===== src/rtl/sixteen_bit_isa_execute_unit_macros.svh =====
// ----------------------------------------------------------------------------
// Assertion macros for the sixteen-bit ISA execute unit
// Short forms for clocked implication checks with a synchronous reset.
// ----------------------------------------------------------------------------
`ifndef SIXTEEN_BIT_ISA_EXECUTE_UNIT_MACROS_SVH
`define SIXTEEN_BIT_ISA_EXECUTE_UNIT_MACROS_SVH

// The consequent must hold in the same cycle as the antecedent.
`define SBIE_ASSERT_SAME(label, clk, rst_n, ante, cons, msg) \
  label: assert property (@(posedge clk) disable iff (!rst_n) (ante) |-> (cons)) \
    else $error(msg);

// The consequent must hold in the cycle after the antecedent.
`define SBIE_ASSERT_NEXT(label, clk, rst_n, ante, cons, msg) \
  label: assert property (@(posedge clk) disable iff (!rst_n) (ante) |=> (cons)) \
    else $error(msg);

`endif


===== src/rtl/sbie_pkg.sv =====
// ----------------------------------------------------------------------------
// sbie_pkg
// Opcodes, fixed register and PC constants and shared structures of the execute unit.
// ----------------------------------------------------------------------------
package sbie_pkg;

  localparam logic [5:0] OP_ADD    = 6'd0;
  localparam logic [5:0] OP_ADDU   = 6'd1;
  localparam logic [5:0] OP_SUB    = 6'd2;
  localparam logic [5:0] OP_AND    = 6'd3;
  localparam logic [5:0] OP_OR     = 6'd4;
  localparam logic [5:0] OP_ADDI   = 6'd5;
  localparam logic [5:0] OP_LOAD   = 6'd6;
  localparam logic [5:0] OP_STW    = 6'd7;
  localparam logic [5:0] OP_BITOP  = 6'd8;
  localparam logic [5:0] OP_BZ     = 6'd9;
  localparam logic [5:0] OP_JAL    = 6'd10;
  localparam logic [5:0] OP_JR     = 6'd11;
  localparam logic [5:0] OP_SHL    = 6'd12;
  localparam logic [5:0] OP_SAR    = 6'd13;
  localparam logic [5:0] OP_MOV    = 6'd14;

  localparam logic [4:0]  LINK_REG  = 5'd31;
  localparam int unsigned NUM_REGS  = 32;
  localparam logic [31:0] PC_STEP   = 32'd2;

  // Control and status of one instruction, as produced by the execute logic.
  typedef struct packed {
    logic [31:0] next_pc;
    logic        reg_write;
    logic [4:0]  reg_index;
    logic        mem_write;
    logic        mem_read;
    logic        branch_taken;
    logic        unknown_opcode;
  } sbie_ctl_t;

  // One result transaction at the output ports.
  typedef struct packed {
    logic [31:0] next_pc;
    logic        reg_write;
    logic [4:0]  reg_index;
    logic [31:0] reg_value;
    logic        mem_write;
    logic [9:0]  mem_address;
    logic [31:0] mem_value;
    logic        branch_taken;
    logic        unknown_opcode;
  } sbie_out_t;

endpackage


===== src/rtl/sbie_alu.sv =====
// ----------------------------------------------------------------------------
// sbie_alu
// Decode and execute of one instruction against its operands and the PC.
// ----------------------------------------------------------------------------
module sbie_alu #(
  parameter int WORD_WIDTH = 32,
  parameter int MEM_WORDS  = 1024
) (
  input  logic [15:0]                  inst,
  input  logic [WORD_WIDTH-1:0]        a_val,
  input  logic [WORD_WIDTH-1:0]        b_val,
  input  logic [31:0]                  pc,
  output sbie_pkg::sbie_ctl_t          ctl,
  output logic [WORD_WIDTH-1:0]        value,
  output logic [$clog2(MEM_WORDS)-1:0] mem_addr,
  output logic [WORD_WIDTH-1:0]        store_data
);

  localparam int AW = $clog2(MEM_WORDS);

  logic [5:0]            op;
  logic [4:0]            ra;
  logic [4:0]            rb;
  logic [3:0]            bit_num;
  logic [WORD_WIDTH-1:0] imm_sext;
  logic [WORD_WIDTH-1:0] bit_mask;
  logic [31:0]           pc_plus2;
  logic [31:0]           bz_offset;
  logic [WORD_WIDTH-1:0] link_val;

  assign op        = inst[15:10];
  assign ra        = inst[9:5];
  assign rb        = inst[4:0];
  assign bit_num   = rb[3:0];
  assign imm_sext  = {{(WORD_WIDTH-5){rb[4]}}, rb};
  assign bit_mask  = {{(WORD_WIDTH-1){1'b0}}, 1'b1} << (bit_num - 4'd1);
  assign pc_plus2  = pc + sbie_pkg::PC_STEP;
  assign bz_offset = {{26{rb[4]}}, rb, 1'b0};
  assign link_val  = WORD_WIDTH'(pc_plus2);
  // The memory depth is a power of two, so the word index is the low bits.
  assign mem_addr  = b_val[AW-1:0];

  always_comb begin
    ctl                = '0;
    ctl.next_pc        = pc_plus2;
    value              = '0;
    store_data         = '0;
    unique case (op) inside
      sbie_pkg::OP_ADD, sbie_pkg::OP_ADDU: begin
        value         = a_val + b_val;
        ctl.reg_write = 1'b1;
      end
      sbie_pkg::OP_SUB: begin
        value         = a_val - b_val;
        ctl.reg_write = 1'b1;
      end
      sbie_pkg::OP_AND: begin
        value         = a_val & b_val;
        ctl.reg_write = 1'b1;
      end
      sbie_pkg::OP_OR: begin
        value         = a_val | b_val;
        ctl.reg_write = 1'b1;
      end
      sbie_pkg::OP_ADDI: begin
        value         = a_val + imm_sext;
        ctl.reg_write = 1'b1;
      end
      sbie_pkg::OP_LOAD: begin
        ctl.reg_write = 1'b1;
        ctl.mem_read  = 1'b1;
      end
      sbie_pkg::OP_STW: begin
        ctl.mem_write = 1'b1;
        store_data    = a_val;
      end
      sbie_pkg::OP_BITOP: begin
        // A zero bit number writes the register back unchanged.
        if (bit_num == 4'd0) begin
          value = a_val;
        end else if (rb[4]) begin
          value = a_val | bit_mask;
        end else begin
          value = a_val & ~bit_mask;
        end
        ctl.reg_write = 1'b1;
      end
      sbie_pkg::OP_BZ: begin
        if (a_val == '0) begin
          ctl.branch_taken = 1'b1;
          ctl.next_pc      = pc + bz_offset;
        end
      end
      sbie_pkg::OP_JAL: begin
        // The target is read after the link write, so A = r31 jumps to PC + 2.
        value            = link_val;
        ctl.reg_write    = 1'b1;
        ctl.branch_taken = 1'b1;
        ctl.next_pc      = (ra == sbie_pkg::LINK_REG) ? 32'(link_val) : 32'(a_val);
      end
      sbie_pkg::OP_JR: begin
        ctl.branch_taken = 1'b1;
        ctl.next_pc      = 32'(a_val);
      end
      sbie_pkg::OP_SHL: begin
        value         = a_val << rb;
        ctl.reg_write = 1'b1;
      end
      sbie_pkg::OP_SAR: begin
        value         = $unsigned($signed(a_val) >>> rb);
        ctl.reg_write = 1'b1;
      end
      sbie_pkg::OP_MOV: begin
        value         = b_val;
        ctl.reg_write = 1'b1;
      end
      default: begin
        ctl.unknown_opcode = 1'b1;
      end
    endcase
    if (ctl.reg_write) begin
      ctl.reg_index = (op == sbie_pkg::OP_JAL) ? sbie_pkg::LINK_REG : ra;
    end
  end

endmodule


===== config.mk =====
export PLATFORM = sky130hd
export DESIGN_NAME = sbie_alu
export DESIGN_NICKNAME = d
export VERILOG_FILES = /design/src/rtl/sixteen_bit_isa_execute_unit_macros.svh /design/src/rtl/sbie_pkg.sv /design/src/rtl/sbie_alu.sv
export SDC_FILE = /design/constraint.sdc
export NUM_CORES = 1
export LEC_CHECK = 0
export ABC_AREA = 1
export BUFFER_PORTS_ARGS = -buffer_cell sky130_fd_sc_hd__buf_2
export CELL_PAD_IN_SITES_DETAIL_PLACEMENT = 0
export CELL_PAD_IN_SITES_GLOBAL_PLACEMENT = 2
export CORE_ASPECT_RATIO = 1.1
export CORE_MARGIN = 1
export CORE_UTILIZATION = 28
export DETAILED_ROUTE_END_ITERATION = 10
export PLACE_DENSITY_LB_ADDON = 0.3
export SLEW_MARGIN = 20
export SYNTH_ARGS = -nofsm -noshare
export SYNTH_HDL_FRONTEND = slang
export SYNTH_SLANG_ARGS = --single-unit

===== constraint.sdc =====
create_clock -name vclk -period 2.9
set_input_delay 0 -clock vclk [all_inputs]
set_output_delay 0 -clock vclk [all_outputs]
set_load 0.01 [all_outputs]

==> run metrics <==
status=finished with violations; failing checks=setup timing; IO Port Bufs=approximately 230; die height=217 µm; data arrival time of the worst path=2.92 ns; drt pass-1 iters=5; iteration-0 DRC count of the detailed router=1486; antenna-violating nets left=0; CP dominant cell by count=nor2_4; Final HPWL DP=71100 µm; first-pass GRT wire length=120000 µm; Crit-path slowest cell=buf_2; pwr/cell area=181 nW/µm²; final hold violations=0; final hold slack=around 0.26 ns; Filler cells=4742; synthesized cell area=approximately 12000 µm²; Slew headroom=0.269; worst min path class=in2out; die area=between 40000 and 50000 µm²; CTS Hold Bufs=0; total gr overflow=0; final worst setup slack=-0.0187 ns; Synthesized Nets=2568; crit-path max FO=4; drt wl/cell=24.9 µm; Post-route DRC=0; vias in the first global route=18400; initial core utilization=0.286; hold path depth=2; RSZ-0062 raised after global routing=true; fin nets=3028; worst setup path category=in2out; detailed-route via count=19000; mean area per synthesized cell=around 5.0 µm²; min-delay src=b_val[8]; Layout area overhead=48.6%; Tot GR Track Use=0.379; commonest non-fill, non-tap cell in the layout=nand2_1; # IOs=228; VDD IR max=0.0793 mV; Critical path origin=b_val[1]; CP required=2.90 ns; DRT Wirelength=84600 µm; Fmax achieved=343 MHz; end of the critical path=value[25]; CP Cell Sequence=buf_8 > buf_6 > nor2_4 > nand2_2 > nor2_4 > nand2_4 > buf_4 > o21ai_1 > nand3_1 > a22oi_1 > buf_4 > ha_1 > nand2_1 > buf_4 > nor2_4 > inv_2 > nor2_4 > and2_4 > nand2_4 > nand3_2 > nand2_1 > nand3_2 > nand4_1 > buf_2; Slew Limit Fails=0; # setup viols final=2; commonest cells after routing, fill and taps aside=nand2_1, buf_4, nor2_1; Placer Congestion=1.07; diodes inserted=0; max-cap violation count=0; largest stage delay on the critical path=0.18 ns; core area=41400 µm²; Post-Place Setup Slack=-0.550 ns; Setup crit end kind=output pin; Die W=198 µm; Pleak=roughly 8.5 nW; initial antenna violation count=1; vias per inst=5.58; share of cells above drive strength 1=0.317; largest net degree at the start of global routing=83; CLK BUF=0; std cell rows=78; Synth cell types=54; register area=0 µm²; Final period util=1.01; CP startpoint kind=primary input; Gate Count Post-Synth=approximately 2400; register area share after synthesis=0; Period minus WS final=slightly below 3 ns; worst slew pin tran=1.09 ns; seq_cells=0; YS warnings=0
==> layout make-up <==
type	instances	area, µm²	share of cell area
Inverter	259	990	0.0564
Multi-Input combinational cell	2029	12100	0.687
Tap cell	560	701	0.0399
Timing Repair Buffer	551	3800	0.217
Timing Repair inverter	1	7.51	0.000428
==> stage by stage <==
stage               cells  TNS, ns  power [W]   util  area, µm²
floorplan            2382        0    0.00137      -      11800
global placement     3367    -6.27    0.00264  0.373      15400
detailed placement   3367    -6.97    0.00263  0.373      15400
CTS                  3384  -0.0125    0.00283  0.395      16400
global route         3400    -1.64    0.00338  0.424      17600
finish               3400  -0.0230    0.00318  0.424      17600
==> power by group <==
part	internal, W	switching, W
clock	0	0
combinational	0.00118	0.00200
sequential	0	0
total	0.00118	0.00200
==> layer usage <==
layer,up-vias,global-route usage,share of wire
met1,8979,0.446,0.39
met2,831,0.672,0.48
met4,2,0.219,0.067
met5,-,0,0.00014
li1,8951,-,-
met3,207,0.0298,0.059
==> Yosys cell counts (4+ instances only) <==
cell type / instances / area share
clkbuf_1: 40 / 0.013
a211oi_1: 7 / 0.0044
nor3b_1: 4 / 0.0025
o21ai_1: 14 / 0.0059
o21a_1: 17 / 0.011
nand3b_1: 17 / 0.011
buf_4: 16 / 0.010
o21ai_0: 242 / 0.10
buf_2: 27 / 0.011
xnor2_1: 8 / 0.0059
buf_1: 8 / 0.0025
o221ai_1: 13 / 0.0096
o21bai_1: 10 / 0.0064
nand3_1: 183 / 0.078
or2_2: 19 / 0.010
o22ai_1: 15 / 0.0079
o211ai_1: 44 / 0.028
nor2_1: 284 / 0.090
nand2_2: 4 / 0.0021
a21o_1: 9 / 0.0057
o2111ai_1: 6 / 0.0044
nand4_1: 40 / 0.021
nor3_1: 41 / 0.017
a22oi_1: 27 / 0.017
inv_2: 16 / 0.0051
xor2_1: 24 / 0.018
ha_1: 72 / 0.076
nand2_1: 689 / 0.22
a21oi_1: 186 / 0.079
nor4_1: 6 / 0.0032
nor2_4: 7 / 0.0067
mux2i_1: 9 / 0.0076
inv_1: 238 / 0.076
==> worst min-delay path by stage <==
stage / end / slack, ns
4_1_cts: mem_addr[4] / 0.25
2_1_floorplan: mem_addr[0] / 0.09
6_report: mem_addr[8] / 0.26
3_3_place_gp: mem_addr[8] / 0.23
5_1_grt: mem_addr[8] / 0.28
3_5_place_dp: mem_addr[8] / 0.23
==> critical path, delay by kind of cell <==
| kind | cells | cell delay [ns] |
|---|---|---|
| buffers and inverters | 7 | 0.96 |
| adders and majority gates | 1 | 0.16 |
| AOI/OAI and AO/OA | 2 | 0.26 |
| and+or+nand+nor | 14 | 1.54 |
==> kinds of logic (layout without fill, tap and decap cells) <==
group | after synthesis | in the layout | synth area share
AOI/OAI and AO/OA | 605 | 605 | 0.292
xor gates and xnor gates | 32 | 32 | 0.0237
adders and majority gates | 74 | 74 | 0.0796
buffers and inverters | 353 | 811 | 0.122
muxes | 9 | 9 | 0.00762
and+or+nand+nor | 1309 | 1309 | 0.475
==> repair_timing <==
action                                  4_1_cts  5_1_grt
buffers inserted                             17       20
pin swaps                                    74      128
endpoints found under the setup margin       25       27
gates cloned                                  1        0
gates resized for setup                     205      244
Note: power is estimated with default switching activity, not from simulation.
