## config.mk

```make
export PLATFORM = sky130hd
export DESIGN_NAME = sbie_skid
export DESIGN_NICKNAME = d
export VERILOG_FILES = /design/src/rtl/sixteen_bit_isa_execute_unit_macros.svh /design/src/rtl/sbie_pkg.sv /design/src/rtl/sbie_skid.sv
export SDC_FILE = /design/constraint.sdc
export NUM_CORES = 1
export LEC_CHECK = 0
export ABC_AREA = 1
export BUFFER_PORTS_ARGS = -buffer_cell sky130_fd_sc_hd__buf_2
export CAP_MARGIN = 20
export CORE_UTILIZATION = 52
export DETAILED_ROUTE_END_ITERATION = 10
export PLACE_DENSITY = 0.86
export SLEW_MARGIN = 10
export SYNTH_ARGS = -nofsm -noshare
export SYNTH_HDL_FRONTEND = slang
export SYNTH_SLANG_ARGS = --single-unit
```

## constraint.sdc

```tcl
create_clock -name clk -period 9.6 [get_ports clk]
set_clock_uncertainty 0.05 [all_clocks]
set_input_delay 1.92 -clock clk [delete_from_list [all_inputs] [get_ports clk]]
set_output_delay 1.92 -clock clk [all_outputs]
set_load 0.02 [all_outputs]
```

## src/rtl/sixteen_bit_isa_execute_unit_macros.svh

```systemverilog
// ----------------------------------------------------------------------------
// Assertion macros for the sixteen-bit ISA execute unit
// Short forms for clocked implication checks with a synchronous reset.
// ----------------------------------------------------------------------------
`ifndef SIXTEEN_BIT_ISA_EXECUTE_UNIT_MACROS_SVH
`define SIXTEEN_BIT_ISA_EXECUTE_UNIT_MACROS_SVH

// The consequent must hold in the same cycle as the antecedent.
`define SBIE_ASSERT_SAME(label, clk, rst_n, ante, cons, msg) \
  label: assert property (@(posedge clk) disable iff (!rst_n) (ante) |-> (cons)) \
    else $error(msg);

// The consequent must hold in the cycle after the antecedent.
`define SBIE_ASSERT_NEXT(label, clk, rst_n, ante, cons, msg) \
  label: assert property (@(posedge clk) disable iff (!rst_n) (ante) |=> (cons)) \
    else $error(msg);

`endif

```

## src/rtl/sbie_pkg.sv

```systemverilog
// ----------------------------------------------------------------------------
// sbie_pkg
// Opcodes, fixed register and PC constants and shared structures of the execute unit.
// ----------------------------------------------------------------------------
package sbie_pkg;

  localparam logic [5:0] OP_ADD    = 6'd0;
  localparam logic [5:0] OP_ADDU   = 6'd1;
  localparam logic [5:0] OP_SUB    = 6'd2;
  localparam logic [5:0] OP_AND    = 6'd3;
  localparam logic [5:0] OP_OR     = 6'd4;
  localparam logic [5:0] OP_ADDI   = 6'd5;
  localparam logic [5:0] OP_LOAD   = 6'd6;
  localparam logic [5:0] OP_STW    = 6'd7;
  localparam logic [5:0] OP_BITOP  = 6'd8;
  localparam logic [5:0] OP_BZ     = 6'd9;
  localparam logic [5:0] OP_JAL    = 6'd10;
  localparam logic [5:0] OP_JR     = 6'd11;
  localparam logic [5:0] OP_SHL    = 6'd12;
  localparam logic [5:0] OP_SAR    = 6'd13;
  localparam logic [5:0] OP_MOV    = 6'd14;

  localparam logic [4:0]  LINK_REG  = 5'd31;
  localparam int unsigned NUM_REGS  = 32;
  localparam logic [31:0] PC_STEP   = 32'd2;

  // Control and status of one instruction, as produced by the execute logic.
  typedef struct packed {
    logic [31:0] next_pc;
    logic        reg_write;
    logic [4:0]  reg_index;
    logic        mem_write;
    logic        mem_read;
    logic        branch_taken;
    logic        unknown_opcode;
  } sbie_ctl_t;

  // One result transaction at the output ports.
  typedef struct packed {
    logic [31:0] next_pc;
    logic        reg_write;
    logic [4:0]  reg_index;
    logic [31:0] reg_value;
    logic        mem_write;
    logic [9:0]  mem_address;
    logic [31:0] mem_value;
    logic        branch_taken;
    logic        unknown_opcode;
  } sbie_out_t;

endpackage

```

## src/rtl/sbie_skid.sv

```systemverilog
// ----------------------------------------------------------------------------
// sbie_skid
// Output register with one skid entry, so that ready upstream is registered.
// ----------------------------------------------------------------------------
module sbie_skid (
  input  logic                clk,
  input  logic                rst_n,
  input  logic                push_valid,
  output logic                push_ready,
  input  sbie_pkg::sbie_out_t push_data,
  output logic                out_valid,
  input  logic                out_ready,
  output sbie_pkg::sbie_out_t out_data
);

  logic                out_valid_r;
  logic                skid_valid_r;
  sbie_pkg::sbie_out_t out_data_r;
  sbie_pkg::sbie_out_t skid_data_r;

  assign push_ready = !skid_valid_r;
  assign out_valid  = out_valid_r;
  assign out_data   = out_data_r;

  always_ff @(posedge clk) begin
    if (!rst_n) begin
      out_valid_r  <= 1'b0;
      skid_valid_r <= 1'b0;
    end else if (out_ready || !out_valid_r) begin
      if (skid_valid_r) begin
        out_valid_r  <= 1'b1;
        skid_valid_r <= 1'b0;
      end else begin
        out_valid_r <= push_valid;
      end
    end else if (push_valid && !skid_valid_r) begin
      skid_valid_r <= 1'b1;
    end
  end

  always_ff @(posedge clk) begin
    if (out_ready || !out_valid_r) begin
      if (skid_valid_r) begin
        out_data_r <= skid_data_r;
      end else if (push_valid) begin
        out_data_r <= push_data;
      end
    end else if (push_valid && !skid_valid_r) begin
      skid_data_r <= push_data;
    end
  end

endmodule

```

==> results of run 1 <==
[registers in the layout (all words and copies together), names as in the netlist]
name,cells
out_data,115
out_valid,1
skid_data_r,115
skid_valid_r,1
[layer usage]
| metal | up-vias | wire (um) | global-route usage, % |
|---|---|---|---|
| met5 | - | 0 | 0 |
| li1 | 2558 | - | - |
| met4 | 0 | 380 | 7.682 |
| met3 | 35 | 1250 | 3.922 |
| met2 | 238 | 8251 | 32.57 |
| met1 | 2417 | 6239 | 23.47 |
[cell type report]
type,count,share of cell area [%]
Clock inverter,10,0.9852
Inverter,2,0.09496
Multi-Input combinational cell,353,12.80
Clock buffer,30,5.709
Tap cell,216,2.564
Timing Repair Buffer,241,11.89
Sequential cell,232,65.93
Antenna cell,1,0.02374
[worst paths after layout]
kind / startpoint / endpoint / slack (ps) / depth (start not counted)
max reg2reg: skid_valid_r / out_data[106] / 6830 / 4
min reg2reg: skid_data_r[69] / out_data[69] / 460 / 2
min: skid_data_r[69] / out_data[69] / 460 / 2
max: skid_valid_r / push_ready / 5530 / 3
[where the power goes]
| part | total (uW) | switching (uW) | internal (uW) |
|---|---|---|---|
| logic | 171 | 116 | 55.0 |
| clock network | 843 | 347 | 496 |
| registers | 1190 | 15.2 | 1180 |
[synth_stat cells, drive strengths merged]
cell type,n
nand2,346
edfxtp,230
buf,19
clkbuf,6
nor2,3
dfxtp,2
inv,2
nand3,2
a21oi,1
o21ai,1
[through the flow]
stage / setup WS, ps / cell area (um2) / hold WS (ps) / std cells / utilization (%)
after floorplan: 1383 / 8431 / 444.3 / 612 / -
after global placement: 5110 / 9786 / 447.1 / 1042 / 61.83
after detailed placement: 5087 / 9786 / 450.7 / 1042 / 61.83
after CTS: 5336 / 10490 / 460.1 / 1082 / 66.28
after global routing: 5399 / 10540 / 484.6 / 1085 / 66.60
final: 5525 / 10540 / 457.4 / 1085 / 66.60
[critical path, delay by kind of cell (launching register included)]
| family | cells | cell delay [ps] |
|---|---|---|
| buffers and inverters | 3 | 850 |
| flip-flops | 1 | 690 |
[cell families after synthesis]
kind of cell / Yosys count / synth area share, %
AO/OA/AOI/OAI: 2 / 0.1186
AND/OR/NAND/NOR: 351 / 15.66
flip-flops: 232 / 82.40
buffers and inverters: 27 / 1.825
==> impl_metrics.ini, run 1 <==
[detailed_routing]
drc = 0
postRouteAntennaNets = 0
routed_wl_um = 16120
via_per_inst = 4.837
dr.pass1.iters = 4
num_vias = 5248
dr.first_iter.drc_count = 385
wl_per_cell_um = 14.86

[power]
power_density_nw_per_um2 = 209.1
p_leak_uw = 0.004489
vdd_drop_max_mv = 0.1524
finalPower_uw = 2204

[floorplan]
num_rows = 46
fp.dieArea_um2 = 16730
fp.dieW_um = 129.3
initial_core_util_pct = 53.26
coreArea_um2 = 15830
ioPinCount = 236
die_h_um = 129.3

[clocking]
cts_tree = yes
clk_latency_ps = 500
cts_root_buf = clkbuf_16
ctsHoldBuffers = 0
cts_setup_buffers = 0
cts_max_level = 1
clock_path_buffers = 3
cts_resized = 0
clk_pin_slew_worst_paths_ps = 60
cts_buffers = 23
cts.sinks = 232

[layout]
layout_commonest_cell = nand2_1
multi_input_area_um2 = 1349
drive_above_1_share_pct = 31.68
seqCellArea_um2 = 6950
final_nets = 972
area_growth_pct = 25.04
mostFrequentLayoutCells = nand2_1, buf_2, edfxtp_1, clkbuf_16, clkbuf_1
fillers = 1099

[run]
maxCapViolCount = 0

[timing]
finalSetupViolations = 0
fmax_mhz = 245.4
maxSlewViolCount = 0
fin_crit_ps = 4075
hold_viol = 0
timing.final.crit_share_pct = 42.45
grt_setup_unrepaired = no
tns_ps = 0
relSlewSlack_pct = 38.43
tightestPinTransition_ps = 923.5

[worst_setup_path]
critical_path.startpoint_type = register
crit_path_max_incr_delay_ps = 690
worstPathCellList = inv_4 -> buf_16 -> buf_2
required_ps = 7630
path_class = reg -> out
arrival_ps = 2100
critPathSlowestCell = dfxtp_4
end_kind = primary output
crit_fanout = 65

[run_status]
status = completed

[synth]
synth.distinct_cells = 13
synth_top_area_share_pct = 81.92
syn_area_per_cell_um2 = 13.78
syn_inst = 612
syn_area_um2 = 8431
synth-seq-cells = 232
ys_seq_area_share_pct = 82.40
yosys_warnings = 0
synthTopCellsByArea = edfxtp_1, nand2_1, buf_2
synth_nets = 731
synth_top_cell_by_area = edfxtp_1

[global_route]
grt_pass1_vias = 5006
grt_antenna_before_repair = 1
grt.total_usage_pct = 18.92
grt_pass1_wl_um = 24160
grt_overflow = 0
grt_start_max_net_pins = 117

[place]
post-dp-hpwl_um = 10130
gp_congestion = 0.7842
io_buffers = 235

[hold_path]
hp-class = reg -> reg
Power figures use the tool's default switching activity.
==> inputs of run 2 (changes only) <==
Settings changed: ABC_AREA 1 to 0.
Clock period 9.6 ns to 4 ns, I/O delays scaled along.
==> impl_metrics.ini, run 2 <==
[synth]
synth_nets = 486
synthArstFlopShare_pct = 0
syn_inst = 367
synth.distinct_cells = 12
synth_top_area_share_pct = 81.81
synthTopCellsByArea = edfxtp_1, mux2_2, mux2_4
synth_top_cell_by_area = edfxtp_1
syn_area_um2 = 8442
synthTopCellsByCount = edfxtp_1, mux2_2, mux2_4
synth_edf_count = 230
yosys_warnings = 0
synth-seq-cells = 232
ys_seq_area_share_pct = 82.29
syn_area_per_cell_um2 = 23.00
yosysMostFrequentCell = edfxtp_1
ys.flop_type = edfxtp_1

[place]
post-dp-hpwl_um = 10310
placedCellCount = 809
io_buffers = 235
gp_congestion = 0.7094
place_ws_ps = 1290

[layout]
diodes = 0
fillers = 1074
mostFrequentLayoutCells = buf_2, edfxtp_1, mux2_2, clkbuf_16, mux2_4
final_cells = 850
final_nets = 738
fin_util_pct = 66.65
area_growth_pct = 25.42
drive_above_1_share_pct = 60.88
layout_commonest_cell = buf_2

[clocking]
clk_latency_ps = 500
clk_pin_slew_worst_paths_ps = 60
cts_max_level = 1
cts_resized = 0
cts_buffers = 24
cts_tree = yes
clock_path_buffers = 3
cts_setup_buffers = 0
ctsHoldBuffers = 0
cts_root_buf = clkbuf_16
cts.sinks = 232

[worst_setup_path]
rrSetupSlack_ps = 1290
endpoint = out_data[9]
end_kind = register
crit_path_max_incr_delay_ps = 940
crit_fanout = 98
crit_start = skid_valid_r
arrival_ps = 2800
r2r_end = out_data[9]
r2r_start = skid_valid_r
required_ps = 4080
worstPathCellList = nor2_1 -> nor2b_4 -> buf_12
path_class = reg -> reg
reg2reg_depth = 3
critPathSlowestCell = dfxtp_4
critical_path.startpoint_type = register

[power]
switchingPower_uw = 1121
p_leak_uw = 0.003969
switching_share_pct = 21.18
p_clk_share_pct = 38.7
power_frac_comb_pct = 7.6
seq_power_share_pct = 53.7
vdd_drop_max_mv = 0.3890
power_density_nw_per_um2 = 499.7
p_int_uw = 4170

[detailed_routing]
dr.first_iter.drc_count = 249
drc = 0
routed_wl_um = 15860
wl_per_cell_um = 18.66
num_vias = 4318
dr.pass1.iters = 4
postRouteAntennaNets = 0
via_per_inst = 5.080

[floorplan]
initial_core_util_pct = 53.14
coreArea_um2 = 15890
die_h_um = 129.4
fp.dieArea_um2 = 16750
fp.dieW_um = 129.4
num_rows = 46
ioPinCount = 236

[global_route]
grt_start_max_net_pins = 99
grt_pass1_wl_um = 22780
grt_antenna_before_repair = 2
grt_pass1_vias = 4348
grt.total_usage_pct = 17.95
grt_overflow = 0

[hold_path]
hp-class = in -> reg

[timing]
hold_viol = 0
finalSetupViolations = 0
maxSlewViolCount = 0
fin_crit_ps = 2715
tns_ps = 0
tightestPinTransition_ps = 939.3
timing.final.crit_share_pct = 67.87
timing.hold.ws_ps = 434.9
fmax_mhz = 368.3
fin_ws_ps = 1285
grt_setup_unrepaired = no
relSlewSlack_pct = 37.38

[run_status]
status = completed

[run]
maxCapViolCount = 0
-- run 2: final cells by class --
cell class                 count  area, um2  share of cell area [%]
clock inverter                 8      61.31                  0.5791
timing repair buffer         239       1219                   11.51
tap                          216      270.3                   2.553
sequential                   232       6950                   65.65
multi-input combinational    121       1428                   13.48
inverter                       1      3.754                 0.03545
clock buffer                  33      655.6                   6.192
-- run 2: cell families after synthesis --
kind of cell | share of synthesized area (%)
buffers and inverters | 1.111
and+or+nand+nor | 0.3705
muxes | 16.14
DFF | 82.29
AOI/OAI and AO/OA | 0.08896
-- run 2: per-layer routing --
layer  wire, um  vias to the layer above  GRT usage (%)
met2       7765                      194          30.11
met3       1476                       31          6.028
met1       6289                     2117          22.26
met5         27                        -              0
met4        301                        4          5.335
li1           -                     1972              -
-- run 2: metrics by stage --
stage               cell area, um2  power, uW
floorplan                     8468       3116
global placement              9871       3277
detailed placement            9871       3297
CTS                          10590       5336
global route                 10590       5449
finish                       10590       5290
-- run 2: worst max-delay path: cells and delay by family (launching register included) --
kind / cells / cell delay [ps]
flip-flops: 1 / 940
AND/OR/NAND/NOR: 2 / 770
buffers and inverters: 1 / 510
-- run 2: power groups by stage --
stage	clock, uW	sequential, uW	combinational (uW)
final	2050	2840	404
after CTS	2090	2840	408
after global placement	0	2890	390
after floorplan	0	2990	122
after detailed placement	0	2890	407
after global routing	2170	2850	430
-- run 2: worst min-delay path by stage --
stage                         startpoint         endpoint  depth (start not counted)
final                      push_data[56]  skid_data_r[56]                          1
after global routing       push_data[60]  skid_data_r[60]                          1
after CTS                  push_data[73]  skid_data_r[73]                          1
after detailed placement       out_valid     skid_valid_r                          2
after global placement         out_valid     skid_valid_r                          2
after floorplan           skid_data_r[0]      out_data[0]                          1
