File: src/rtl/sixteen_bit_isa_execute_unit_macros.svh
// ----------------------------------------------------------------------------
// Assertion macros for the sixteen-bit ISA execute unit
// Short forms for clocked implication checks with a synchronous reset.
// ----------------------------------------------------------------------------
`ifndef SIXTEEN_BIT_ISA_EXECUTE_UNIT_MACROS_SVH
`define SIXTEEN_BIT_ISA_EXECUTE_UNIT_MACROS_SVH

// The consequent must hold in the same cycle as the antecedent.
`define SBIE_ASSERT_SAME(label, clk, rst_n, ante, cons, msg) \
  label: assert property (@(posedge clk) disable iff (!rst_n) (ante) |-> (cons)) \
    else $error(msg);

// The consequent must hold in the cycle after the antecedent.
`define SBIE_ASSERT_NEXT(label, clk, rst_n, ante, cons, msg) \
  label: assert property (@(posedge clk) disable iff (!rst_n) (ante) |=> (cons)) \
    else $error(msg);

`endif

File: src/rtl/sbie_ram.sv
// ----------------------------------------------------------------------------
// sbie_ram
// Generic single-write, single-read RAM with a registered read port.
// ----------------------------------------------------------------------------
module sbie_ram #(
  parameter int WIDTH = 32,
  parameter int DEPTH = 32
) (
  input  logic                     clk,
  input  logic                     we,
  input  logic [$clog2(DEPTH)-1:0] waddr,
  input  logic [WIDTH-1:0]         wdata,
  input  logic                     re,
  input  logic [$clog2(DEPTH)-1:0] raddr,
  output logic [WIDTH-1:0]         rdata
);

  logic [WIDTH-1:0] mem [DEPTH];

  // A read in the same cycle as a write to the same entry returns old data.
  always_ff @(posedge clk) begin
    if (we) begin
      mem[waddr] <= wdata;
    end
    if (re) begin
      rdata <= mem[raddr];
    end
  end

endmodule

File: config.mk
export PLATFORM = sky130hd
export DESIGN_NAME = sbie_ram
export DESIGN_NICKNAME = d
export VERILOG_FILES = /design/src/rtl/sixteen_bit_isa_execute_unit_macros.svh /design/src/rtl/sbie_ram.sv
export SDC_FILE = /design/constraint.sdc
export NUM_CORES = 1
export LEC_CHECK = 0
export BUFFER_PORTS_ARGS = -buffer_cell sky130_fd_sc_hd__buf_2
export CAP_MARGIN = 5
export CORE_ASPECT_RATIO = 0.9
export CORE_MARGIN = 10
export CORE_UTILIZATION = 62
export DETAILED_ROUTE_END_ITERATION = 10
export GPL_ROUTABILITY_DRIVEN = 0
export GPL_TIMING_DRIVEN = 1
export PLACE_DENSITY = 0.79
export SETUP_SLACK_MARGIN = 0.02
export SYNTH_ARGS = -nofsm -noshare
export SYNTH_HDL_FRONTEND = slang
export SYNTH_SLANG_ARGS = --single-unit
export TNS_END_PERCENT = 100
File: constraint.sdc
create_clock -name clk -period 3.57 [get_ports clk]
set_input_delay 0.5355 -clock clk [delete_from_list [all_inputs] [get_ports clk]]
set_output_delay 0.5355 -clock clk [all_outputs]
set_load 0.01 [all_outputs]
==> summary.txt, run 1 <==
STA
  – Final setup TNS: 0 ns
  – Slew Limit Fails: 0
  – Worst slew margin: 35.99%
  – Min setup slack post-route: 1.361 ns
  – Hold WS: 0.3623 ns
  – Final-report setup violation count: 0
  – Worst-Margin Slew: 0.9579 ns
  – Final Hold Fails: 0
  – Period utilization: around 62%
  – Final Skew: 0.02194 ns
  – Final Critical Period: 2.209 ns
  – RSZ-0062 raised after global routing: no
  – FMAX: around 0.45 GHz

Global route
  – Largest net degree at the start of global routing: 91
  – Vias in the first global route: 22043
  – Remaining global-route overflow: 0
  – Gr usage total: around a quarter
  – First-pass GRT wire length: about 140000 µm
  – Initial antenna violation count: 1

Critical path
  – Crit path arrival time: 2.62 ns
  – Crit-path cells: buf_8 > buf_12 > buf_12 > buf_4 > mux2i_1 > nand2_1 > a31oi_1 > nand3_1
  – CP Capture Type: flip-flop
  – Slowest CP cell: buf_8
  – Required @ worst endpoint: 3.98 ns
  – Startpoint types: primary input
  – Max stage delay on crit path: approximately 0.39 ns
  – Critical path class: in2reg
  – CP Max Fanout: 48
  – Most Frequent Cell on Critical Path: buf_12

Route
  – Wirelength per Cell: approximately 29 µm
  – Residual DRC: 0
  – Routed Antenna Nets: 0
  – Routed via count: between 20000 and 25000
  – Final wirelength: 96760 µm
  – Detailed router's first-iteration violation count: ~2700
  – Vias per inst: approximately 6.5
  – DR pass1 iterations: 5

Power
  – Total chip power: 25.08 mW
  – LEAKAGE: 15.92 nW
  – Power per Cell Area: 548.4 mW/mm²
  – Peak supply drop: about 0.48 mV

Synthesis
  – Avg Inst Size Synth: 18.06 µm²
  – Warning count from the yosys run: 0
  – Syn_nets: 2305
  – Synth Cell Area: 0.04081 mm²
  – Seq/Total Area, Yosys: 77.71%
  – Register bit count reported by yosys: 1056
  – Post-Syn Instances: 2260
  – Cell variety after synth: 24

Die
  – Core ar.: roughly 0.065 mm²
  – Rows: between 80 and 90
  – I/O pins: 77
  – Die Span Y: 263.4 µm
  – Die width: between 200 and 300 µm
  – Die area: 0.07649 mm²
  – Initial Util: 62.43%

Finish
  – Fin cells: 3333
  – Ant diodes: 0
  – Most common library cell in the layout ignoring fill and taps: edfxtp_1
  – Net count, final: 2440
  – Fill count: 3934
  – Commonest cells after routing, fill and taps aside: edfxtp_1, mux2i_1, clkbuf_16, nand3_1, nand2_1
  – Register area: 0.03171 mm²
  – Final Util: 69.98%
  – Area growth, synth to finish: 12.10%
  – Footprint of the multi-input gates: 0.008610 mm²
  – Final Cell Area: 0.04574 mm²
  – Fraction of layout cells with a size suffix above 1: a little over an eighth

Placement
  – Placed insts: 3159
  – Placed Area: 0.04272 mm²
  – HPWL after detailed placement: 53660 µm
  – Place WS: 0.7542 ns
  – Port bufs: 76

Clocking
  – Cts bufs inserted: 98
  – Worst-Skew Late Latency: between 0.6 and 0.7 ns
  – Root Driver: clkbuf_16
  – TritonCTS Sinks: 1056
  – Clock transition at path regs: 0.07 ns
  – Post-CTS Repair Setup Buffers: 0
  – Hold Buf Count CTS: 0
  – H-tree lvl count: 3
  – Clock Path Buffers: 3
  – CTS tree: built
  – PostCTS Resize Cnt: 0

Hold path
  – Hold WC Path Type: in2reg

Flow run
  – Max-cap viol count: 0

Status
  – Run status: complete, no violations
[where the power goes]
group | internal (mW) | leakage [nW] | switching, mW
Combinational | 0.419 | 4.91 | 0.866
Clock | 5.58 | 1.47 | 4.32
Sequential | 13.8 | 9.54 | 0.0658
Total | 19.8 | 15.9 | 5.25
[cell families after synthesis]
kind of cell	after synthesis	synth area share, %
flip-flops	1056	77.71
multiplexers	512	12.56
AO/OA/AOI/OAI	288	4.808
AND/OR/NAND/NOR	277	3.076
buffers and inverters	127	1.846
[flip-flops by register name, indices dropped and copies added (netlist names)]
register and count:
rdata 32, mem 1024
[path summary, 6_finish.rpt]
check,startpoint,end,slack (ns),cells past startpoint
worst max-delay path,raddr[0],rdata[26]$_DFFE_PP_,1.36,8
worst min-delay path,wdata[17],mem[15][17]$_DFFE_PP_,0.36,1
worst max register to register,mem[1][12]$_DFFE_PP_,rdata[12]$_DFFE_PP_,1.58,5
worst min register to register,mem[26][2]$_DFFE_PP_,rdata[2]$_DFFE_PP_,0.69,4
[cell type report]
class	count	area share, %
Tap cell	864	2.363
Multi-Input combinational cell	1077	18.82
Timing Repair Buffer	162	2.894
Sequential cell	1056	69.32
Clock inverter	55	1.018
Clock buffer	119	5.580
[worst max-delay path: cells and delay by family]
kind            cells  cell delay (ns)
simple gates        2             0.19
buf+inv             4             1.28
compound gates      1             0.23
mux                 1             0.27
[synthesized netlist by cell type (all sizes together)]
| library cell | count | area, µm² |
|---|---|---|
| a22o | 64 | 560.5 |
| edfxtp | 1056 | 31710 |
| a31oi | 32 | 200.2 |
| or3 | 1 | 6.260 |
| or2 | 1 | 6.260 |
| or3b | 3 | 26.28 |
| nand3b | 5 | 37.54 |
| mux2i | 512 | 5125 |
| a22oi | 96 | 720.7 |
| nor2 | 34 | 127.6 |
| nor3 | 32 | 160.2 |
| nand3 | 98 | 490.5 |
| clkbuf | 48 | 187.7 |
| nand2 | 98 | 367.9 |
| buf | 79 | 565.5 |
| nand2b | 2 | 12.51 |
| and2 | 1 | 6.260 |
| nor2b | 1 | 6.260 |
| a21oi | 96 | 480.5 |
| and2b | 1 | 7.510 |
[layer usage]
metal | vias up | part of all wire [%] | track usage (%)
met5 | - | 0 | 0
met4 | 0 | 3.8 | 9.777
met3 | 213 | 8.2 | 3.776
met2 | 1182 | 49 | 40.49
met1 | 10979 | 39 | 33.63
li1 | 9292 | - | -
No activity file was read; power rests on OpenSTA's default activity.
==> run 2: changes to the inputs <==
--- a/config.mk
+++ b/config.mk
@@ -9,11 +9,11 @@
 export CAP_MARGIN = 5
 export CORE_ASPECT_RATIO = 0.9
 export CORE_MARGIN = 10
-export CORE_UTILIZATION = 62
+export CORE_UTILIZATION = 56
 export DETAILED_ROUTE_END_ITERATION = 10
 export GPL_ROUTABILITY_DRIVEN = 0
 export GPL_TIMING_DRIVEN = 1
-export PLACE_DENSITY = 0.79
+export PLACE_DENSITY = 0.75
 export SETUP_SLACK_MARGIN = 0.02
 export SYNTH_ARGS = -nofsm -noshare
 export SYNTH_HDL_FRONTEND = slang
==> constraint.sdc (replaced) <==
create_clock -name clk -period 1.8 [get_ports clk]
set_input_delay 0.27 -clock clk [delete_from_list [all_inputs] [get_ports clk]]
set_output_delay 0.27 -clock clk [all_outputs]
set_load 0.01 [all_outputs]
==> run 2 against run 1 <==
Against the previous run: sequential power is 99% higher; final area increased by 4.8%; count of clock-buffer cells in the layout rose by 15; total power up 99%; wire length rose by 1.8%; register-to-register slack lost 1.3 ns; clock skew rose by 0.0020 ns; first-iteration DRC count shrank 8.3%; utilization is 3.3 points lower; critical path type is now reg2out; largest cell class unchanged.
==> summary.txt, run 2 (synthesized netlist as in run 1, its figures left out) <==
Status
  – Run status: complete, no violations

Critical path
  – WP buf/inv: 1 (-3)
  – Crit path arrival time: 1.40 ns (-1.22 ns)
  – CP Capture Type: output port
  – Max stage delay on crit path: 0.52 ns (+0.13 ns)
  – Slowest CP cell: edfxtp_1
  – CP Max Fanout: 1 (-98%)
  – Crit-path cells: buf_2
  – Critical path class: reg2out
  – Startpoint types: flip-flop
  – Required @ worst endpoint: 1.53 ns (-2.45 ns)
  – CP top delay family: flip-flops

Route
  – DR pass1 iterations: 5 (unchanged)
  – Wirelength per Cell: 27.76 µm (-4.4%)
  – Vias per inst: 6.221 (-4.3%)
  – Detailed router's first-iteration violation count: 2459 (-8.3%)
  – Final wirelength: 98490 µm (+1.8%)
  – Routed via count: 22071 (+1.9%)
  – Routed Antenna Nets: 0 (unchanged)
  – Residual DRC: 0 (unchanged)

STA
  – Worst-Margin Slew: 0.5933 ns (-0.3646 ns)
  – Hold WS: 0.09318 ns (-0.2691 ns)
  – Period utilization: 92.94%
  – Final Hold Fails: 0 (unchanged)
  – Slew Limit Fails: 0 (unchanged)
  – Final-report setup violation count: 0 (unchanged)
  – Final setup TNS: 0 ns (unchanged)
  – Final Critical Period: approximately 1.7 ns
  – RSZ-0062 raised after global routing: no
  – FMAX: 0.5978 GHz
  – Final Skew: 0.02399 ns (+0.002049 ns)
  – Worst slew margin: 60.45% (+24 points)

Finish
  – Largest regs: mem x1024, rdata x32
  – Fraction of layout cells with a size suffix above 1: 17.47% (+3.9 points)
  – Most common library cell in the layout ignoring fill and taps: edfxtp_1
  – Ant diodes: 0 (unchanged)
  – Max FFs per register: 1024 (unchanged)
  – Net count, final: 2570 (+5.3%)
  – Fin cells: 3548 (+6.5%)
  – Area growth, synth to finish: 17.45%
  – Final Util: 66.65% (-3.3 points)
  – Reg with most FFs: mem
  – Final Cell Area: 0.04793 mm² (+4.8%)
  – Commonest cells after routing, fill and taps aside: edfxtp_1, mux2i_1, buf_12, clkbuf_16, buf_4

Die
  – Die area: 0.08408 mm² (+9.9%)
  – Core ar.: 0.07191 mm² (+10%)
  – I/O pins: 77 (unchanged)
  – Initial Util: 56.74% (-5.7 points)
  – Rows: 93 (+4.5%)
  – Die Span Y: 276.1 µm (+4.8%)
  – Die width: 304.5 µm (+4.9%)

Global route
  – Initial antenna violation count: 6 (+5)
  – Gr usage total: 22.92% (-1.9 points)
  – Largest net degree at the start of global routing: 33 (-64%)
  – First-pass GRT wire length: 145000 µm (+1.8%)
  – Vias in the first global route: 22440 (+1.8%)
  – Remaining global-route overflow: 0 (unchanged)

Clocking
  – Post-CTS Repair Setup Buffers: 0 (unchanged)
  – Clock transition at path regs: 0.06 ns (about the same)
  – Cts bufs inserted: 99 (+1.0%)
  – Root Driver: clkbuf_16
  – PostCTS Resize Cnt: 0 (unchanged)
  – Clock Path Buffers: 3 (unchanged)
  – Worst-Skew Late Latency: 0.68 ns (+0.02 ns)
  – H-tree lvl count: 3 (unchanged)
  – TritonCTS Sinks: 1056 (unchanged)
  – CTS tree: built
  – Hold Buf Count CTS: 0 (unchanged)

Power
  – LEAKAGE: 16.87 nW (+5.9%)
  – Power per Cell Area: 1042 mW/mm² (+90%)
  – Peak supply drop: 0.7317 mV (+53%)

Flow run
  – Max-cap viol count: 0 (unchanged)

Placement
  – Port bufs: 76 (unchanged)
  – Placed insts: 3374 (+6.8%)
  – HPWL after detailed placement: 58910 µm (+9.8%)
  – Placed Area: 0.04495 mm² (+5.2%)

Hold path
  – Hold WC Path Type: in2reg
run 2: cell count changes in the layout (fill, tap and decap cells not counted), sizes merged:
cell,previous run,this run
clkinv,41,29
clkbuf,119,134
bufinv,7,5
clkinvlp,3,2
buf,162,291
run 2: worst paths after layout:
kind,from,endpoint,slack [ns],depth (start not counted)
setup / recovery,rdata[12]$_DFFE_PP_,rdata[12],0.13,1
hold / removal,wdata[5],mem[13][5]$_DFFE_PP_,0.09,1
setup reg to reg,mem[0][16]$_DFFE_PP_,rdata[16]$_DFFE_PP_,0.25,6
hold reg to reg,mem[16][6]$_DFFE_PP_,rdata[6]$_DFFE_PP_,0.67,4
run 2: power breakdown:
group          leakage [nW]  total, mW  switching, mW  internal, mW
registers              9.54       27.6          0.135          27.4
clock network          1.44       19.4           8.52          10.9
logic                  5.89       2.91           1.77          1.14
run 2: metal layers:
metal  wire length [µm]  track usage [%]
met1              37620            29.98
met2              47710            37.15
met3              10170            6.245
met4               2915            7.044
met5                 79                0
run 2: per-stage QoR:
step	worst slack, ns	total power, mW
after floorplan	-0.3079	29.51
after global placement	-0.1783	30.86
after detailed placement	-0.1775	30.97
after CTS	0.1008	50.13
after global routing	0.06304	51.40
final	0.1271	49.93
run 2: area by class of cell:
class / instances / area [µm²]
Clock buffer: 134 / 2630
Clock inverter: 40 / 342.8
Fill cell: 4520 / 23980
Multi-Input combinational cell: 1077 / 8612
Sequential cell: 1056 / 31710
Tap cell: 950 / 1189
Timing Repair Buffer: 291 / 3443
